**src/rtl/tms_pkg.sv**
```systemverilog
package tms_pkg;

  // Input operation codes
  localparam logic [1:0] OP_APPEND = 2'd0;
  localparam logic [1:0] OP_BEGIN  = 2'd1;
  localparam logic [1:0] OP_EVENT  = 2'd2;

  // Result action codes
  localparam logic [2:0] ACT_SEND       = 3'd0;
  localparam logic [2:0] ACT_START      = 3'd1;
  localparam logic [2:0] ACT_START_STOP = 3'd2;
  localparam logic [2:0] ACT_STOP       = 3'd3;
  localparam logic [2:0] ACT_RECV       = 3'd4;
  localparam logic [2:0] ACT_DONE       = 3'd5;

  // Done status codes
  localparam logic [1:0] ST_OK        = 2'd0;
  localparam logic [1:0] ST_ADDR_NACK = 2'd1;
  localparam logic [1:0] ST_DATA_NACK = 2'd2;
  localparam logic [1:0] ST_BAD_REQ   = 2'd3;

  // Transaction phase codes
  localparam logic [1:0] PH_IDLE  = 2'd0;
  localparam logic [1:0] PH_WRITE = 2'd1;
  localparam logic [1:0] PH_READ  = 2'd2;

  // Event enable bit positions
  localparam int unsigned EN_NACK   = 0;
  localparam int unsigned EN_RXRDY  = 1;
  localparam int unsigned EN_TXRDY  = 2;
  localparam int unsigned EN_TXCOMP = 3;

  // One queued command: one or two results that share the payload fields.
  typedef struct packed {
    logic [2:0]  act0;
    logic [2:0]  act1;
    logic        two;
    logic [7:0]  data;
    logic [6:0]  target;
    logic        dir;
    logic [23:0] raddr;
    logic [1:0]  rlen;
    logic [1:0]  status;
    logic [15:0] count;
  } cmd_t;

endpackage

```
**src/rtl/tms_front.sv**
```systemverilog
module tms_front #(
  parameter int unsigned TX_DEPTH = 64
) (
  input  logic               clk_i,
  input  logic               rst_ni,
  input  logic               in_valid_i,
  input  logic               q_full_i,
  input  logic [1:0]         op_i,
  input  logic [6:0]         slave_addr_i,
  input  logic [6:0]         tx_len_i,
  input  logic [15:0]        rx_len_i,
  input  logic [23:0]        internal_addr_i,
  input  logic [1:0]         internal_addr_len_i,
  input  logic [7:0]         data_byte_i,
  input  logic               ev_nack_i,
  input  logic               ev_rxrdy_i,
  input  logic               ev_txrdy_i,
  input  logic               ev_txcomp_i,
  output logic               push_o,
  output tms_pkg::cmd_t      cmd_o
);

  localparam int unsigned CNT_W = $clog2(TX_DEPTH + 1);
  localparam int unsigned IDX_W = (TX_DEPTH > 1) ? $clog2(TX_DEPTH) : 1;
  localparam int unsigned CMP_W = (CNT_W > 7) ? CNT_W : 7;

  logic [1:0]       phase_q, phase_d;
  logic [CNT_W-1:0] fill_q, fill_d;
  logic [CNT_W-1:0] tx_count_q, tx_count_d;
  logic [CNT_W-1:0] tx_pos_q, tx_pos_d;
  logic [15:0]      rx_count_q, rx_count_d;
  logic [15:0]      rx_pos_q, rx_pos_d;
  logic [6:0]       slave_q, slave_d;
  logic [23:0]      raddr_q, raddr_d;
  logic [1:0]       rlen_q, rlen_d;
  logic [3:0]       en_q, en_d;

  logic [7:0]       mem [TX_DEPTH];
  logic [7:0]       rd_q;
  logic             mem_we;
  logic [IDX_W-1:0] mem_waddr;
  logic [IDX_W-1:0] mem_raddr;

  logic             accept;
  logic             has_cmd;
  tms_pkg::cmd_t    cmd;

  assign accept    = in_valid_i && !q_full_i;
  assign mem_waddr = fill_q[IDX_W-1:0];
  assign mem_raddr = tx_pos_d[IDX_W-1:0];

  always_comb begin
    logic [CMP_W-1:0] tl_ext;
    logic [CMP_W-1:0] avail_ext;
    logic [16:0]      rx_next;
    logic [CNT_W-1:0] pos_next;
    logic             sending;
    logic             data_nack;
    logic             nack, rxrdy, txrdy, txcomp;

    tl_ext    = CMP_W'(tx_len_i);
    avail_ext = CMP_W'(fill_q);
    rx_next   = {1'b0, rx_pos_q} + 17'd1;
    sending   = (tx_pos_q < tx_count_q) && (CMP_W'(tx_pos_q) < CMP_W'(TX_DEPTH));
    pos_next  = sending ? tx_pos_q + CNT_W'(1) : tx_pos_q;
    data_nack = (phase_q == tms_pkg::PH_WRITE) ? (tx_pos_q > CNT_W'(1))
                                               : (rx_pos_q != 16'd0);
    nack      = ev_nack_i && en_q[tms_pkg::EN_NACK];
    rxrdy     = ev_rxrdy_i && en_q[tms_pkg::EN_RXRDY];
    txrdy     = ev_txrdy_i && en_q[tms_pkg::EN_TXRDY];
    txcomp    = ev_txcomp_i && en_q[tms_pkg::EN_TXCOMP];

    phase_d    = phase_q;
    fill_d     = fill_q;
    tx_count_d = tx_count_q;
    tx_pos_d   = tx_pos_q;
    rx_count_d = rx_count_q;
    rx_pos_d   = rx_pos_q;
    slave_d    = slave_q;
    raddr_d    = raddr_q;
    rlen_d     = rlen_q;
    en_d       = en_q;
    mem_we     = 1'b0;
    has_cmd    = 1'b0;
    cmd        = '0;

    if (accept) begin
      unique case (op_i)
        tms_pkg::OP_APPEND: begin
          if (phase_q == tms_pkg::PH_IDLE && CMP_W'(fill_q) < CMP_W'(TX_DEPTH)) begin
            mem_we = 1'b1;
            fill_d = fill_q + CNT_W'(1);
          end
        end
        tms_pkg::OP_BEGIN: begin
          has_cmd = 1'b1;
          if (phase_q != tms_pkg::PH_IDLE) begin
            cmd.act0   = tms_pkg::ACT_DONE;
            cmd.status = tms_pkg::ST_BAD_REQ;
          end else begin
            fill_d = '0;
            if ((tx_len_i == 7'd0 && rx_len_i == 16'd0) || tl_ext > avail_ext) begin
              rx_pos_d   = '0;
              cmd.act0   = tms_pkg::ACT_DONE;
              cmd.status = tms_pkg::ST_BAD_REQ;
            end else begin
              slave_d    = slave_addr_i;
              rlen_d     = internal_addr_len_i;
              raddr_d    = (internal_addr_len_i != 2'd0) ? internal_addr_i : 24'd0;
              tx_count_d = tl_ext[CNT_W-1:0];
              rx_count_d = rx_len_i;
              rx_pos_d   = '0;
              cmd.target = slave_addr_i;
              cmd.raddr  = raddr_d;
              cmd.rlen   = internal_addr_len_i;
              if (tx_len_i != 7'd0) begin
                // Preload byte 0, then open the write phase
                phase_d  = tms_pkg::PH_WRITE;
                tx_pos_d = CNT_W'(1);
                cmd.two  = 1'b1;
                cmd.act0 = tms_pkg::ACT_SEND;
                cmd.data = rd_q;
                cmd.act1 = (tx_len_i == 7'd1) ? tms_pkg::ACT_START_STOP
                                              : tms_pkg::ACT_START;
                en_d     = 4'd0;
                en_d[tms_pkg::EN_NACK] = 1'b1;
                if (tx_len_i == 7'd1) en_d[tms_pkg::EN_TXCOMP] = 1'b1;
                else                  en_d[tms_pkg::EN_TXRDY]  = 1'b1;
              end else begin
                phase_d  = tms_pkg::PH_READ;
                tx_pos_d = '0;
                cmd.dir  = 1'b1;
                cmd.act0 = (rx_len_i == 16'd1) ? tms_pkg::ACT_START_STOP
                                               : tms_pkg::ACT_START;
                en_d     = 4'd0;
                en_d[tms_pkg::EN_NACK]  = 1'b1;
                en_d[tms_pkg::EN_RXRDY] = 1'b1;
              end
            end
          end
        end
        tms_pkg::OP_EVENT: begin
          if (phase_q != tms_pkg::PH_IDLE) begin
            if (nack) begin
              has_cmd    = 1'b1;
              cmd.two    = 1'b1;
              cmd.act0   = tms_pkg::ACT_STOP;
              cmd.act1   = tms_pkg::ACT_DONE;
              cmd.status = data_nack ? tms_pkg::ST_DATA_NACK : tms_pkg::ST_ADDR_NACK;
              cmd.count  = (phase_q == tms_pkg::PH_WRITE) ? 16'd0 : rx_pos_q;
              if (phase_q == tms_pkg::PH_WRITE) rx_pos_d = '0;
              phase_d    = tms_pkg::PH_IDLE;
              en_d       = '0;
              tx_pos_d   = '0;
            end else begin
              if (rxrdy && phase_q == tms_pkg::PH_READ) begin
                if (rx_pos_q < rx_count_q) begin
                  has_cmd  = 1'b1;
                  cmd.act0 = tms_pkg::ACT_RECV;
                  cmd.data = data_byte_i;
                  rx_pos_d = rx_next[15:0];
                  if (rx_next + 17'd1 == {1'b0, rx_count_q}) begin
                    cmd.two  = 1'b1;
                    cmd.act1 = tms_pkg::ACT_STOP;
                  end else if (rx_next == {1'b0, rx_count_q}) begin
                    en_d[tms_pkg::EN_RXRDY]  = 1'b0;
                    en_d[tms_pkg::EN_TXCOMP] = 1'b1;
                  end
                end
              end else if (txrdy && phase_q == tms_pkg::PH_WRITE) begin
                tx_pos_d = pos_next;
                if (sending) begin
                  has_cmd  = 1'b1;
                  cmd.act0 = tms_pkg::ACT_SEND;
                  cmd.data = rd_q;
                  if (pos_next >= tx_count_q) begin
                    cmd.two  = 1'b1;
                    cmd.act1 = tms_pkg::ACT_STOP;
                  end
                end else if (pos_next >= tx_count_q) begin
                  has_cmd  = 1'b1;
                  cmd.act0 = tms_pkg::ACT_STOP;
                end
                if (pos_next >= tx_count_q) begin
                  en_d[tms_pkg::EN_TXRDY]  = 1'b0;
                  en_d[tms_pkg::EN_TXCOMP] = 1'b1;
                end
              end
              if (txcomp) begin
                has_cmd = 1'b1;
                if (phase_q == tms_pkg::PH_WRITE && rx_count_q != 16'd0) begin
                  // Turn the bus around for the read phase, no internal address
                  rx_pos_d   = '0;
                  phase_d    = tms_pkg::PH_READ;
                  tx_pos_d   = '0;
                  cmd.act0   = (rx_count_q == 16'd1) ? tms_pkg::ACT_START_STOP
                                                     : tms_pkg::ACT_START;
                  cmd.target = slave_q;
                  cmd.dir    = 1'b1;
                  en_d       = 4'd0;
                  en_d[tms_pkg::EN_NACK]  = 1'b1;
                  en_d[tms_pkg::EN_RXRDY] = 1'b1;
                end else begin
                  if (phase_q == tms_pkg::PH_WRITE) rx_pos_d = '0;
                  cmd.act0   = tms_pkg::ACT_DONE;
                  cmd.status = tms_pkg::ST_OK;
                  cmd.count  = (phase_q == tms_pkg::PH_WRITE) ? 16'd0 : rx_pos_q;
                  phase_d    = tms_pkg::PH_IDLE;
                  en_d       = '0;
                  tx_pos_d   = '0;
                end
              end
            end
          end
        end
        default: begin
        end
      endcase
    end
  end

  // Buffer read follows the next transmit position so the next byte to send is always ready
  always_ff @(posedge clk_i) begin
    if (mem_we) mem[mem_waddr] <= data_byte_i;
    if (mem_we && mem_waddr == mem_raddr) rd_q <= data_byte_i;
    else                                  rd_q <= mem[mem_raddr];
  end

  always_ff @(posedge clk_i or negedge rst_ni) begin
    if (!rst_ni) begin
      phase_q    <= tms_pkg::PH_IDLE;
      fill_q     <= '0;
      tx_count_q <= '0;
      tx_pos_q   <= '0;
      rx_count_q <= '0;
      rx_pos_q   <= '0;
      slave_q    <= '0;
      raddr_q    <= '0;
      rlen_q     <= '0;
      en_q       <= '0;
    end else begin
      phase_q    <= phase_d;
      fill_q     <= fill_d;
      tx_count_q <= tx_count_d;
      tx_pos_q   <= tx_pos_d;
      rx_count_q <= rx_count_d;
      rx_pos_q   <= rx_pos_d;
      slave_q    <= slave_d;
      raddr_q    <= raddr_d;
      rlen_q     <= rlen_d;
      en_q       <= en_d;
    end
  end

  assign push_o = accept && has_cmd;
  assign cmd_o  = cmd;

endmodule

```
**src/rtl/tms_cmd_fifo.sv**
```systemverilog
module tms_cmd_fifo #(
  parameter int unsigned DEPTH = 4
) (
  input  logic          clk_i,
  input  logic          rst_ni,
  input  logic          push_i,
  input  tms_pkg::cmd_t push_cmd_i,
  input  logic          pop_i,
  output logic          full_o,
  output logic          empty_o,
  output tms_pkg::cmd_t head_o
);

  localparam int unsigned PTR_W = (DEPTH > 1) ? $clog2(DEPTH) : 1;
  localparam int unsigned CNT_W = $clog2(DEPTH + 1);

  tms_pkg::cmd_t    entry_q [DEPTH];
  logic [PTR_W-1:0] wr_ptr_q, rd_ptr_q;
  logic [CNT_W-1:0] cnt_q;
  logic             do_push, do_pop;

  assign full_o  = (cnt_q == CNT_W'(DEPTH));
  assign empty_o = (cnt_q == '0);
  assign do_push = push_i && !full_o;
  assign do_pop  = pop_i && !empty_o;
  assign head_o  = entry_q[rd_ptr_q];

  always_ff @(posedge clk_i) begin
    if (do_push) entry_q[wr_ptr_q] <= push_cmd_i;
  end

  always_ff @(posedge clk_i or negedge rst_ni) begin
    if (!rst_ni) begin
      wr_ptr_q <= '0;
      rd_ptr_q <= '0;
      cnt_q    <= '0;
    end else begin
      if (do_push) begin
        wr_ptr_q <= (wr_ptr_q == PTR_W'(DEPTH - 1)) ? '0 : wr_ptr_q + PTR_W'(1);
      end
      if (do_pop) begin
        rd_ptr_q <= (rd_ptr_q == PTR_W'(DEPTH - 1)) ? '0 : rd_ptr_q + PTR_W'(1);
      end
      if (do_push && !do_pop)      cnt_q <= cnt_q + CNT_W'(1);
      else if (do_pop && !do_push) cnt_q <= cnt_q - CNT_W'(1);
    end
  end

endmodule

```
**src/rtl/tms_back.sv**
```systemverilog
module tms_back (
  input  logic          clk_i,
  input  logic          rst_ni,
  input  logic          empty_i,
  input  tms_pkg::cmd_t head_i,
  output logic          pop_o,
  output logic          out_valid_o,
  input  logic          out_stall_i,
  output logic [2:0]    action_o,
  output logic [7:0]    byte_out_o,
  output logic [6:0]    target_addr_o,
  output logic          read_dir_o,
  output logic [23:0]   reg_addr_o,
  output logic [1:0]    reg_addr_len_o,
  output logic [1:0]    status_o,
  output logic [15:0]   received_count_o,
  output logic          last_o
);

  logic        valid_q;
  logic        slot_q;
  logic        load;
  logic        final_slot;
  logic [2:0]  act;
  logic        is_byte, is_start, is_done;

  logic [2:0]  action_q;
  logic [7:0]  byte_q;
  logic [6:0]  target_q;
  logic        dir_q;
  logic [23:0] raddr_q;
  logic [1:0]  rlen_q;
  logic [1:0]  status_q;
  logic [15:0] count_q;
  logic        last_q;

  assign load       = !empty_i && (!valid_q || !out_stall_i);
  assign final_slot = slot_q || !head_i.two;
  assign pop_o      = load && final_slot;
  assign act        = slot_q ? head_i.act1 : head_i.act0;
  assign is_byte    = (act == tms_pkg::ACT_SEND) || (act == tms_pkg::ACT_RECV);
  assign is_start   = (act == tms_pkg::ACT_START) || (act == tms_pkg::ACT_START_STOP);
  assign is_done    = (act == tms_pkg::ACT_DONE);

  always_ff @(posedge clk_i or negedge rst_ni) begin
    if (!rst_ni) begin
      valid_q <= 1'b0;
      slot_q  <= 1'b0;
    end else begin
      if (load)             valid_q <= 1'b1;
      else if (!out_stall_i) valid_q <= 1'b0;
      if (load) slot_q <= !final_slot;
    end
  end

  // Drop fields that mean nothing for the selected action
  always_ff @(posedge clk_i) begin
    if (load) begin
      action_q <= act;
      byte_q   <= is_byte  ? head_i.data   : 8'd0;
      target_q <= is_start ? head_i.target : 7'd0;
      dir_q    <= is_start ? head_i.dir    : 1'b0;
      raddr_q  <= is_start ? head_i.raddr  : 24'd0;
      rlen_q   <= is_start ? head_i.rlen   : 2'd0;
      status_q <= is_done  ? head_i.status : 2'd0;
      count_q  <= is_done  ? head_i.count  : 16'd0;
      last_q   <= final_slot;
    end
  end

  assign out_valid_o      = valid_q;
  assign action_o         = action_q;
  assign byte_out_o       = byte_q;
  assign target_addr_o    = target_q;
  assign read_dir_o       = dir_q;
  assign reg_addr_o       = raddr_q;
  assign reg_addr_len_o   = rlen_q;
  assign status_o         = status_q;
  assign received_count_o = count_q;
  assign last_o           = last_q;

endmodule

```
**src/rtl/twi_master_transfer_sequencer.sv**
```systemverilog
// Channel  | Direction | Handshake               | Payload
// ---------+-----------+-------------------------+-------------------------------------
// in       | input     | in_valid_i / in_stall_o | op, addresses, lengths, byte, flags
// out      | output    | out_valid_o / out_stall_i | action, byte, start fields, done
//
// An item is taken when in_valid_i is high and in_stall_o low; each transaction can
// follow in the next cycle. The front decodes an item, updates the sequencing state
// and queues at most one command; the back turns each command into one or two result
// transactions at one per cycle while out_stall_i is low, so the output port bounds
// sustained throughput. A result passes through the command queue, then the back's
// output register. in_stall_o rises only when the command queue is full. Reset clears
// all control state; the transmit buffer contents are undefined until written.
module twi_master_transfer_sequencer #(
  parameter int unsigned TX_DEPTH  = 64,
  parameter int unsigned CMD_DEPTH = 4
) (
  input  logic        clk_i,
  input  logic        rst_ni,
  input  logic        in_valid_i,
  output logic        in_stall_o,
  input  logic [1:0]  op_i,
  input  logic [6:0]  slave_addr_i,
  input  logic [6:0]  tx_len_i,
  input  logic [15:0] rx_len_i,
  input  logic [23:0] internal_addr_i,
  input  logic [1:0]  internal_addr_len_i,
  input  logic [7:0]  data_byte_i,
  input  logic        ev_nack_i,
  input  logic        ev_rxrdy_i,
  input  logic        ev_txrdy_i,
  input  logic        ev_txcomp_i,
  output logic        out_valid_o,
  input  logic        out_stall_i,
  output logic [2:0]  action_o,
  output logic [7:0]  byte_out_o,
  output logic [6:0]  target_addr_o,
  output logic        read_dir_o,
  output logic [23:0] reg_addr_o,
  output logic [1:0]  reg_addr_len_o,
  output logic [1:0]  status_o,
  output logic [15:0] received_count_o,
  output logic        last_o
);

  logic          push;
  logic          pop;
  logic          full;
  logic          empty;
  tms_pkg::cmd_t push_cmd;
  tms_pkg::cmd_t head_cmd;

  // Hold the input side only while the command queue has no free slot
  assign in_stall_o = full;

  // Front: buffer transmit bytes, track the phase, classify bus events
  tms_front #(
    .TX_DEPTH (TX_DEPTH)
  ) u_front (
    .clk_i               (clk_i),
    .rst_ni              (rst_ni),
    .in_valid_i          (in_valid_i),
    .q_full_i            (full),
    .op_i                (op_i),
    .slave_addr_i        (slave_addr_i),
    .tx_len_i            (tx_len_i),
    .rx_len_i            (rx_len_i),
    .internal_addr_i     (internal_addr_i),
    .internal_addr_len_i (internal_addr_len_i),
    .data_byte_i         (data_byte_i),
    .ev_nack_i           (ev_nack_i),
    .ev_rxrdy_i          (ev_rxrdy_i),
    .ev_txrdy_i          (ev_txrdy_i),
    .ev_txcomp_i         (ev_txcomp_i),
    .push_o              (push),
    .cmd_o               (push_cmd)
  );

  // Decouple the front from output back-pressure
  tms_cmd_fifo #(
    .DEPTH (CMD_DEPTH)
  ) u_fifo (
    .clk_i      (clk_i),
    .rst_ni     (rst_ni),
    .push_i     (push),
    .push_cmd_i (push_cmd),
    .pop_i      (pop),
    .full_o     (full),
    .empty_o    (empty),
    .head_o     (head_cmd)
  );

  // Back: expand each command into result transactions through an output register
  tms_back u_back (
    .clk_i            (clk_i),
    .rst_ni           (rst_ni),
    .empty_i          (empty),
    .head_i           (head_cmd),
    .pop_o            (pop),
    .out_valid_o      (out_valid_o),
    .out_stall_i      (out_stall_i),
    .action_o         (action_o),
    .byte_out_o       (byte_out_o),
    .target_addr_o    (target_addr_o),
    .read_dir_o       (read_dir_o),
    .reg_addr_o       (reg_addr_o),
    .reg_addr_len_o   (reg_addr_len_o),
    .status_o         (status_o),
    .received_count_o (received_count_o),
    .last_o           (last_o)
  );

endmodule

```
**config.mk**
```make
export PLATFORM = sky130hd
export DESIGN_NAME = twi_master_transfer_sequencer
export DESIGN_NICKNAME = d
export VERILOG_FILES = /design/src/rtl/tms_pkg.sv /design/src/rtl/tms_front.sv /design/src/rtl/tms_cmd_fifo.sv /design/src/rtl/tms_back.sv /design/src/rtl/twi_master_transfer_sequencer.sv
export SDC_FILE = /design/constraint.sdc
export NUM_CORES = 1
export LEC_CHECK = 0
export ABC_AREA = 1
export BUFFER_PORTS_ARGS = -buffer_cell sky130_fd_sc_hd__buf_2
export CORE_ASPECT_RATIO = 0.5
export CORE_MARGIN = 1
export CORE_UTILIZATION = 35
export CTS_BUF_LIST = sky130_fd_sc_hd__clkbuf_16
export DETAILED_ROUTE_END_ITERATION = 12
export PLACE_DENSITY = 0.59
export SYNTH_ARGS = -nofsm -noshare
export SYNTH_HDL_FRONTEND = slang
export SYNTH_SLANG_ARGS = --single-unit
```
**constraint.sdc**
```tcl
create_clock -name clk_i -period 8 [get_ports clk_i]
set_input_delay 1.2 -clock clk_i [delete_from_list [all_inputs] [get_ports clk_i]]
set_output_delay 1.2 -clock clk_i [all_outputs]
set_load 0.005 [all_outputs]
```
==> results.sh <==
export IMPL_chipWidth_um=477
export IMPL_route_detailed_drc=0
export IMPL_r2r_start="u_front.tx_pos_q[2]"
export IMPL_postRouteAntennaNets=0
export IMPL_antenna_found_initial=2
export IMPL_rows=86
export IMPL_min_from="u_front.en_q[3]"
export IMPL_path_max_fanout=29
export IMPL_routed_via_density=5.23
export IMPL_totalWireLength_mm=105
export IMPL_worstSetupPathType="flop to flop"
export IMPL_place_congestion=0.894
export IMPL_initial_core_util_pct=35.6
export IMPL_whs_endpoint="u_front.en_q[3]"
export IMPL_dp_hpwl_mm=64.1
export IMPL_power_frac_seq_pct=42.9
export IMPL_ys_types=43
export IMPL_synth_xor_area_share_pct=0.332
export IMPL_most_common_layout_cells="edfxtp_1 (844), nor2_1 (742), o21ai_0 (503), nand2_1 (367), inv_1 (157)"
export IMPL_ctsResizeCount=0
export IMPL_htree_levels=3
export IMPL_cts_root_buf="clkbuf_16"
export IMPL_synth_seq_area_share_pct=69.1
export IMPL_ys_flop_type="edfxtp_1"
export IMPL_setup_tns_ps=0
export IMPL_core_area_mm2=0.111
export IMPL_avgSynthCellArea_um2=11.3
export IMPL_syn_area_mm2=0.0396
export IMPL_hp_class="flop to flop"
export IMPL_synth_adder_area_share_pct=1.66
export IMPL_muxShareOfSynthArea_pct=0.199
export IMPL_drt_iter0_drc=2321
export IMPL_hold_path_cell_count=2
export IMPL_synth_top_family_by_area="simple AND/OR/NAND/NOR gates"
export IMPL_synth_compound_area_share_pct=11.4
export IMPL_fp_dieH_um=240
export IMPL_pwr_share_comb_pct=29.0
export IMPL_yosysWarnings=0
export IMPL_hold_ws_ps=480
export IMPL_worst_pin_slew_ps=1150
export IMPL_endpoint_kind="flop"
export IMPL_io_buffer_count=139
export IMPL_synth_top_area_share_pct=64.1
export IMPL_clockBufferDepth=3
export IMPL_power_density_mw_per_mm2=318
export IMPL_required_ps=8300
export IMPL_max_freq_mhz=187
export IMPL_area_growth_syn_to_layout_pct=12.3
export IMPL_cts_sinks=925
export IMPL_setup_viol=0
export IMPL_grt_pass1_wl_mm=158
export IMPL_r2r_slack_ps=2650
export IMPL_clockPowerShare_pct=28.1
export IMPL_rr_worst_depth=24
export IMPL_crit_arrival_ps=5650
export IMPL_final_max_slew_violation_count=0
export IMPL_cts_tree="yes"
export IMPL_synth_seq_cells=925
export IMPL_grt_util_all_layers_pct=17.8
export IMPL_yosys_area_top_type="edfxtp_1"
export IMPL_dieArea_mm2=0.114
export IMPL_holdBufCountCts=0
export IMPL_vdd_drop_max_uv=178
export IMPL_critPathLaunchType="flop"
export IMPL_final_common_cell="edfxtp_1"
export IMPL_wl_per_cell_um=20.3
export IMPL_synth_cells=3502
export IMPL_clk_pin_slew_ps=70
export IMPL_first_global_vias=26100
export IMPL_final_hold_violation_count=0
export IMPL_grt_max_degree=104
export IMPL_slew_headroom_pct=23.0
export IMPL_synth_area_leaders="edfxtp_1 (64%), nor2_1 (7.1%), o21ai_0 (6.4%)"
export IMPL_drive_above_1_share_pct=9.95
export IMPL_rsz0062_at_grt="no"
export IMPL_synthSimpleGateAreaFrac_pct=14.0
export IMPL_status="finished, final reports clean"
export IMPL_post_cts_setup_buffers=0
export IMPL_async_flop_share_pct=8.11
export IMPL_fin_crit_ps=5350
export IMPL_internal_power_mw=9.07
export IMPL_skew_ps=32.5
export IMPL_clkLatencyLatePin_ps=660
export IMPL_cts_buffers=88
export IMPL_via_count=27000
export IMPL_r2r_end="u_fifo.entry_q[0][32]"
export IMPL_drv_cap=0
export IMPL_grt_overflow=0
export IMPL_switching_share_pct=35.7
export IMPL_final_nets=3713
export IMPL_p_switching_mw=5.05
export IMPL_synth_fp_nets=3628
export IMPL_min_period_over_period_pct=66.9
export IMPL_p_leak_nw=15.6
export IMPL_synth_edff_count=844
export IMPL_num_io_pins=140
export IMPL_dr_pass1_iters=6
-- through the flow --
step	worst slack (ps)	utilization [%]	power [mW]	std cells	instance area, µm²
floorplan	1850	-	8.72	3502	39600
global placement	2640	37.6	10.2	4993	41700
detailed placement	2640	37.6	10.3	4993	41700
CTS	2610	40.0	14.2	5155	44400
global route	2130	40.0	14.8	5156	44500
finish	2650	40.0	14.1	5156	44500
-- Yosys cell counts (all sizes together), types with 14 or more instances --
cell type / count
ha: 51
o21ai: 507
a21oi: 108
o211ai: 31
inv: 148
nor3b: 25
dfrtp: 75
nor2: 759
edfxtp: 844
nand2: 378
o221ai: 14
buf: 38
or2: 16
clkbuf: 145
nand4: 36
o22ai: 145
nor3: 16
nand3: 98
-- flip-flops by register name, indices dropped and copies added, names as in the netlist, 4 cells and up, named ones only --
signal                   cells
u_front.mem                512
u_fifo.entry_q             268
u_back.reg_addr_o           24
u_back.received_count_o     16
u_front.rx_count_q          16
u_front.rx_pos_q            16
u_back.byte_out_o            8
u_back.target_addr_o         7
u_front.fill_q               7
u_front.slave_q              7
u_front.tx_count_q           7
u_front.tx_pos_q             7
u_front.en_q                 4
-- layout make-up --
class                           instances  area, µm²
Clock inverter                         73        475
Inverter                              155        592
Fill cell                           10600      66600
Tap cell                             1496       1870
Clock buffer                           89       2230
Antenna cell                            1       2.50
Multi-Input combinational cell       2239      10900
Sequential cell                       925      27400
Timing Repair Buffer                  178        991
-- worst max-delay path, cell delays in order (launching register included) --
cell and delay [ps]:
dfrtp_1 460, ha_1 340, a21oi_1 170, nand2_1 90, nand4_1 80, nand2_1 70, nor2_1 310, inv_1 200
nor2_1 160, xor2_1 150, inv_1 70, ha_1 320, nand2_1 60, nor2_1 80, nand3_1 70, o2111ai_1 150
nand2_1 120, inv_1 90, nor3_1 50, nand2_1 80, nand2_1 70, nand2_1 70, nand2_1 290, nor2_4 910
buf_4 490
-- power groups by stage --
stage | Clock, mW | Combinational (mW) | Sequential, mW
floorplan | 0 | 2.73 | 5.99
global placement | 0 | 4.08 | 6.15
detailed placement | 0 | 4.11 | 6.16
CTS | 4.02 | 4.13 | 6.06
global route | 4.21 | 4.54 | 6.10
finish | 3.97 | 4.09 | 6.06
-- worst max-delay path by stage --
stage	startpoint	endpoint	slack (ps)	cells after the start
2_1_floorplan	u_front.tx_pos_q[2]	u_fifo.entry_q[0][0]	1850	23
3_3_place_gp	u_front.tx_pos_q[2]	u_fifo.entry_q[0][31]	2640	24
3_5_place_dp	u_front.tx_pos_q[2]	u_fifo.entry_q[0][42]	2640	24
4_1_cts	u_front.tx_pos_q[2]	u_fifo.entry_q[0][32]	2610	24
5_1_grt	u_front.tx_pos_q[2]	u_fifo.entry_q[0][32]	2130	24
6_report	u_front.tx_pos_q[2]	u_fifo.entry_q[0][32]	2650	24
-- routing by layer --
layer | routed length, µm | vias to the layer above | GRT usage [%]
met1 | 44700 | 13300 | 23.3
met2 | 51700 | 786 | 30.8
li1 | - | 12700 | -
met3 | 5660 | 159 | 2.66
met4 | 2470 | 2 | 5.11
met5 | 17 | - | 0
-- cells by family after synthesis --
kind of cell	Yosys count
multiplexers	7
AO/OA/AOI/OAI	827
AND/OR/NAND/NOR	1338
adder cells (fa/ha/maj)	52
XOR/XNOR	15
flip-flops	925
buffers and inverters	338
(Power assumes the default switching activity.)
